File: src/rtl/page_frame_bitmap_allocator_unit_macros.svh
// assertion macros for the page frame bitmap allocator
`ifndef PAGE_FRAME_BITMAP_ALLOCATOR_UNIT_MACROS_SVH
`define PAGE_FRAME_BITMAP_ALLOCATOR_UNIT_MACROS_SVH
// clocked implication check, disabled in reset
`define PFBA_ASSERT_IMP(lbl, clk, rst_n, ante, cons, msg) \
    lbl: assert property (@(posedge clk) disable iff (!rst_n) (ante) |-> (cons)) \
        else $error(msg);
// next-cycle implication check, disabled in reset
`define PFBA_ASSERT_NXT(lbl, clk, rst_n, ante, cons, msg) \
    lbl: assert property (@(posedge clk) disable iff (!rst_n) (ante) |=> (cons)) \
        else $error(msg);
`endif

File: src/rtl/pfba_pkg.sv
`timescale 1ns / 1ps
// ----------------------------------------------------------------------------
// pfba_pkg
// types and constants shared by the page frame bitmap allocator
// ----------------------------------------------------------------------------
package pfba_pkg;
    localparam logic [2:0] CMD_ALLOC     = 3'd0;
    localparam logic [2:0] CMD_FREE_HINT = 3'd1;
    localparam logic [2:0] CMD_MARK_USED = 3'd2;
    localparam logic [2:0] CMD_MARK_FREE = 3'd3;
    localparam logic [2:0] CMD_FILL_ALL  = 3'd4;

    localparam logic [1:0] ST_OK     = 2'd0;
    localparam logic [1:0] ST_NO_MEM = 2'd1;
    localparam logic [1:0] ST_INVAL  = 2'd2;

    localparam int PAGE_W  = 16;
    localparam int COUNT_W = 17;
    localparam int CFG_W   = 14;

    typedef struct packed {
        logic [2:0]         cmd;
        logic [PAGE_W-1:0]  start_page;
        logic [COUNT_W-1:0] page_count;
    } t_req;

    typedef struct packed {
        logic [1:0]         status;
        logic [PAGE_W-1:0]  found_page;
        logic [COUNT_W-1:0] granted_pages;
    } t_rsp;

    typedef enum logic [3:0] {
        S_CLEAR, S_IDLE, S_SCAN_RD, S_SCAN_CHK, S_WR_RD, S_WR_MOD, S_FILL, S_RESP
    } t_state;

    // controller to datapath
    typedef struct packed {
        logic load;       // capture request
        logic clr_init;   // start clear / fill sweep
        logic clr_step;   // write 0xff at sweep address, advance
        logic scan_init;  // start allocation scan
        logic scan_rd;    // issue read at scan address
        logic scan_chk;   // evaluate scan byte
        logic wr_init;    // start range write
        logic wr_rd;      // issue read at range byte
        logic wr_mod;     // write back modified byte, advance
        logic rsp_load;   // build result
    } t_cmd;

    // datapath to controller
    typedef struct packed {
        logic clr_last;
        logic scan_done;
        logic scan_fail;
        logic wr_done;
        logic is_alloc;
        logic is_range;
        logic is_fill;
        logic bad;
    } t_stat;
endpackage

File: src/rtl/pfba_ctrl.sv
`timescale 1ns / 1ps
// ----------------------------------------------------------------------------
// pfba_ctrl
// sequencer for clear, scan, range write and result transfer
// ----------------------------------------------------------------------------
`include "page_frame_bitmap_allocator_unit_macros.svh"
module pfba_ctrl (
    input  logic            i_clk,
    input  logic            i_rst_n,
    input  logic            i_in_valid,
    output logic            o_in_stall,
    output logic            o_out_valid,
    input  logic            i_out_stall,
    input  pfba_pkg::t_stat i_stat,
    output pfba_pkg::t_cmd  o_cmd
);
    import pfba_pkg::*;

    t_state r_state, n_state;
    logic   r_out_valid, n_out_valid;
    logic   r_first;

    always_ff @(posedge i_clk) begin
        if (!i_rst_n) begin
            r_state     <= S_CLEAR;
            r_out_valid <= 1'b0;
        end else begin
            r_state     <= n_state;
            r_out_valid <= n_out_valid;
        end
    end

    always_comb begin
        n_state = r_state;
        case (r_state)
            S_CLEAR:    if (i_stat.clr_last) n_state = S_IDLE;
            S_IDLE: begin
                if (i_in_valid) n_state = S_SCAN_RD;
            end
            S_SCAN_RD:  n_state = S_SCAN_CHK;
            S_SCAN_CHK: begin
                if (i_stat.scan_fail) n_state = S_RESP;
                else if (i_stat.scan_done) n_state = S_WR_RD;
                else n_state = S_SCAN_RD;
            end
            S_WR_RD:    n_state = i_stat.wr_done ? S_RESP : S_WR_MOD;
            S_WR_MOD:   n_state = S_WR_RD;
            S_FILL:     if (i_stat.clr_last) n_state = S_RESP;
            S_RESP: begin
                if (!(r_out_valid && i_out_stall)) n_state = S_IDLE;
            end
            default:    n_state = S_IDLE;
        endcase
        // dispatch after load: scan state reused as decode slot
        if (r_state == S_SCAN_RD && r_first) begin
            if (i_stat.is_alloc) n_state = i_stat.bad ? S_RESP : S_SCAN_RD;
            else if (i_stat.is_range) n_state = S_WR_RD;
            else if (i_stat.is_fill) n_state = S_FILL;
            else n_state = S_RESP;
        end
    end

    always_ff @(posedge i_clk) begin
        if (!i_rst_n) r_first <= 1'b1;
        else if (r_state == S_IDLE) r_first <= 1'b1;
        else if (r_state == S_SCAN_RD) r_first <= 1'b0;
    end

    always_comb begin
        o_cmd = '0;
        n_out_valid = r_out_valid && i_out_stall;
        case (r_state)
            S_CLEAR:    o_cmd.clr_step = 1'b1;
            S_IDLE: begin
                if (i_in_valid) o_cmd.load = 1'b1;
            end
            S_SCAN_RD: begin
                if (r_first) begin
                    o_cmd.scan_init = i_stat.is_alloc;
                    o_cmd.wr_init   = i_stat.is_range;
                    o_cmd.clr_init  = i_stat.is_fill;
                end else begin
                    o_cmd.scan_rd = 1'b1;
                end
            end
            S_SCAN_CHK: o_cmd.scan_chk = 1'b1;
            S_WR_RD:    o_cmd.wr_rd = 1'b1;
            S_WR_MOD:   o_cmd.wr_mod = 1'b1;
            S_FILL:     o_cmd.clr_step = 1'b1;
            S_RESP: begin
                if (!(r_out_valid && i_out_stall)) begin
                    o_cmd.rsp_load = 1'b1;
                    n_out_valid = 1'b1;
                end
            end
            default: ;
        endcase
    end

    assign o_in_stall  = (r_state != S_IDLE);
    assign o_out_valid = r_out_valid;

    `PFBA_ASSERT_IMP(a_one_cmd, i_clk, i_rst_n, 1'b1, $onehot0(o_cmd), "two commands at once")
    `PFBA_ASSERT_NXT(a_resp_valid, i_clk, i_rst_n, o_cmd.rsp_load, r_out_valid, "result lost")
    `PFBA_ASSERT_IMP(a_no_take_busy, i_clk, i_rst_n, r_state != S_IDLE, o_in_stall, "taken busy")
endmodule

File: config.mk
export PLATFORM = sky130hd
export DESIGN_NAME = pfba_ctrl
export DESIGN_NICKNAME = d
export VERILOG_FILES = /design/src/rtl/pfba_pkg.sv /design/src/rtl/pfba_ctrl.sv
export VERILOG_INCLUDE_DIRS = /design/src /design/src/rtl
export SDC_FILE = /design/constraint.sdc
export NUM_CORES = 1
export LEC_CHECK = 0
export CORE_AREA = 2 2 39 41
export CTS_CLUSTER_DIAMETER = 120
export DETAILED_ROUTE_END_ITERATION = 6
export DIE_AREA = 0 0 41 43
export DONT_BUFFER_PORTS = 1
export PLACE_DENSITY = 0.58
export SLEW_MARGIN = 20
export SYNTH_ARGS = -nofsm -noshare
export SYNTH_HDL_FRONTEND = slang
export SYNTH_SLANG_ARGS = --single-unit
File: constraint.sdc
create_clock -name i_clk -period 1.05 [get_ports i_clk]
set_input_delay 0.21 -clock i_clk [delete_from_list [all_inputs] [get_ports i_clk]]
set_output_delay 0.21 -clock i_clk [all_outputs]
set_load 0.02 [all_outputs]
==> impl_metrics.tcl <==
set metrics [dict create \
    status "complete, but fails checks" \
    violations "setup timing" \
    yosysTopAreaCellShare_pct 24.7 \
    cap_violations 0 \
    seq_area_um2 115 \
    postRouteAntennaNets 0 \
    drv_slew 0 \
    area_growth_pct 94.1 \
    seq_area_frac_synth_pct 24.7 \
    crit_fanout 5 \
    diodes 0 \
    final_cell_mix "buf_4, buf_6, dfxtp_4" \
    design.die.area_um2 1760 \
    critical_path_arrival_ns 1.14 \
    viasPerCell 5.25 \
    clkLatencyLatePin_ns 0.24 \
    synth.top_cells.by_area "dfxtp_1, nand2_1, a21oi_1" \
    synth.avg_cell_area_um2 7.24 \
    utilization_pct 56.9 \
    multiInputGateArea_um2 388 \
    cts_buffers 3 \
    power.leakage_nw 0.325 \
    met3_usage_pct 4.71 \
    timing.hold.ws_ns 0.0507 \
    grt_pass1_wl_um 1980 \
    clock_path_buffers 2 \
    rsz0062_at_grt "yes" \
    die_y_um 43 \
    clock-sinks 5 \
    drc 0 \
    hold_violations 0 \
    grt-ovfl-total 0 \
    yosys.area.top_type "dfxtp_1" \
    top_usage_layer "met2" \
    initial_core_util_pct 29.3 \
    critPathRequiredTime_ns 0.84 \
    clock.fmax_mhz 742 \
    start_kind "flip-flop" \
    cts_root_buf "clkbuf_4" \
    gp_congestion 0.740 \
    drt-pass1-iter-count 2 \
    row_count 14 \
    ys_ff_latch 5 \
    synth.cell_area_um2 405 \
    layout.nets 93 \
    grtUsageMet2_pct 25.6 \
    critPathKind "flip-flop to output port" \
    grt_pass1_vias 469 \
    dp_hpwl_um 894 \
    setup-tns-final_ns -3.32 \
    final.setup.worst_slack_ns -0.297 \
    synth_fp_nets 68 \
    fp.dieW_um 41 \
    synth_cells 56 \
    grt_max_degree 9 \
    grtUsageTotal_pct 16.6 \
    vias 504 \
    totalWireLength_um 1280 \
    crit_path_end_kind "output port" \
    core_um2 1380 \
    wl_per_cell_um 13.4 \
    htreeDepth 1 \
    io_pins 24 \
    drive_above_1_share_pct 68.8 \
    fin_crit_sh_pct 128 \
    power.density_nw_per_um2 2890 \
    finalCriticalPeriod_ns 1.35 \
    synth.distinct_cells 26 \
    skew_ns 0.00581 \
    tightest_slew_ns 0.281 \
    yosys_warnings 0 \
    cts_tree "done" \
    clk_pin_slew_ns 0.05 \
    gr-usage-met1_pct 20.0 \
    vdd_drop_max_v 0.00150 \
    antenna_found_initial 0 \
    setup-violations-final 13 \
    hold_class "primary input to flip-flop" \
    layout_commonest_cell "buf_4" \
    nFillCells 131 \
    slew_headroom_pct 81.3 \
    dr.first_iter.drc_count 6 \
    port_buffers 0 \
]
## final timing paths
check | slack, ns | cells past startpoint | from | to
hold / removal | 0.05 | 1 | i_rst_n | r_first$_SDFFE_PP1N_
setup / recovery | -0.30 | 3 | r_state[2]$_SDFFE_PN0P_ | o_cmd[5]
hold reg to reg | 0.59 | 3 | o_out_valid$_SDFF_PN0_ | o_out_valid$_SDFF_PN0_
setup reg to reg | -0.21 | 6 | r_state[2]$_SDFFE_PN0P_ | r_state[0]$_SDFFE_PN0P_
## repair_timing
| action | in CTS | in global routing |
|---|---|---|
| gates resized for setup | 24 | 8 |
| hold buffers | 0 | 0 |
| endpoints found under the hold margin | 0 | 0 |
| endpoints found under the setup margin | 14 | 14 |
| setup buffers | 6 | 3 |
| pin swaps | 12 | 6 |
| cloned | 0 | 0 |
## cells by family after synthesis
logic type	after synthesis	synth area share, %
AND/OR/NAND/NOR	28	38.9
AO/OA/AOI/OAI	16	25.9
buffers and inverters	7	10.5
flip-flops	5	24.7
## power by group
part / leakage, nW / switching, mW / total [mW] / internal, mW
sequential: 0.0438 / 0.109 / 0.390 / 0.281
clock: 0.0150 / 0.0802 / 0.224 / 0.144
combinational: 0.267 / 0.767 / 1.66 / 0.892
## metrics by stage
stage | power, mW | cell area, um2 | setup WS (ns) | cells
floorplan | 1.20 | 494 | -0.0835 | 56
CTS | 2.15 | 754 | -0.302 | 94
finish | 2.27 | 787 | -0.297 | 96
detailed placement | 1.49 | 606 | -0.245 | 84
global route | 2.44 | 787 | -0.345 | 96
global placement | 1.49 | 606 | -0.201 | 84
## Yosys cell counts
| library cell | n |
|---|---|
| a22o_1 | 1 |
| nand3_1 | 2 |
| nor4b_1 | 1 |
| and4bb_1 | 1 |
| o2111ai_1 | 1 |
| nand2b_1 | 2 |
| buf_4 | 2 |
| nand4b_1 | 2 |
| nand2_1 | 8 |
| nor3b_1 | 1 |
| a21oi_1 | 5 |
| or2_2 | 1 |
| and2_1 | 2 |
| o21a_1 | 1 |
| a221oi_2 | 1 |
| nor2_1 | 5 |
| o21ai_0 | 5 |
| buf_2 | 1 |
| and3b_1 | 1 |
| a31oi_1 | 1 |
| inv_1 | 3 |
| nor2b_1 | 1 |
| dfxtp_1 | 5 |
| buf_6 | 1 |
| a211o_1 | 1 |
| nor2_2 | 1 |
## registers in the layout, summed over array words and instances, names as in the netlist
signal	flops
r_state	3
o_out_valid	1
r_first	1
## worst max-delay path, stage by stage (launching register included)
cell and delay [ns]:
dfxtp_4 0.35, buf_6 0.14, nor4b_4 0.24, buf_4 0.17
## layout make-up
cell class                      instances  share of cell area, %
Sequential cell                         5                   14.6
Tap cell                               16                   2.54
Inverter                                3                   1.43
Multi-Input combinational cell         44                   49.3
Timing Repair Buffer                   24                   28.8
Clock buffer                            4                   3.34
## per-layer routing
layer | share of wire, % | routed length, um
met1 | 41 | 531
met2 | 52 | 663
met3 | 6.9 | 89
met4 | 0 | 0
met5 | 0 | 0
(Power assumes the default switching activity.)
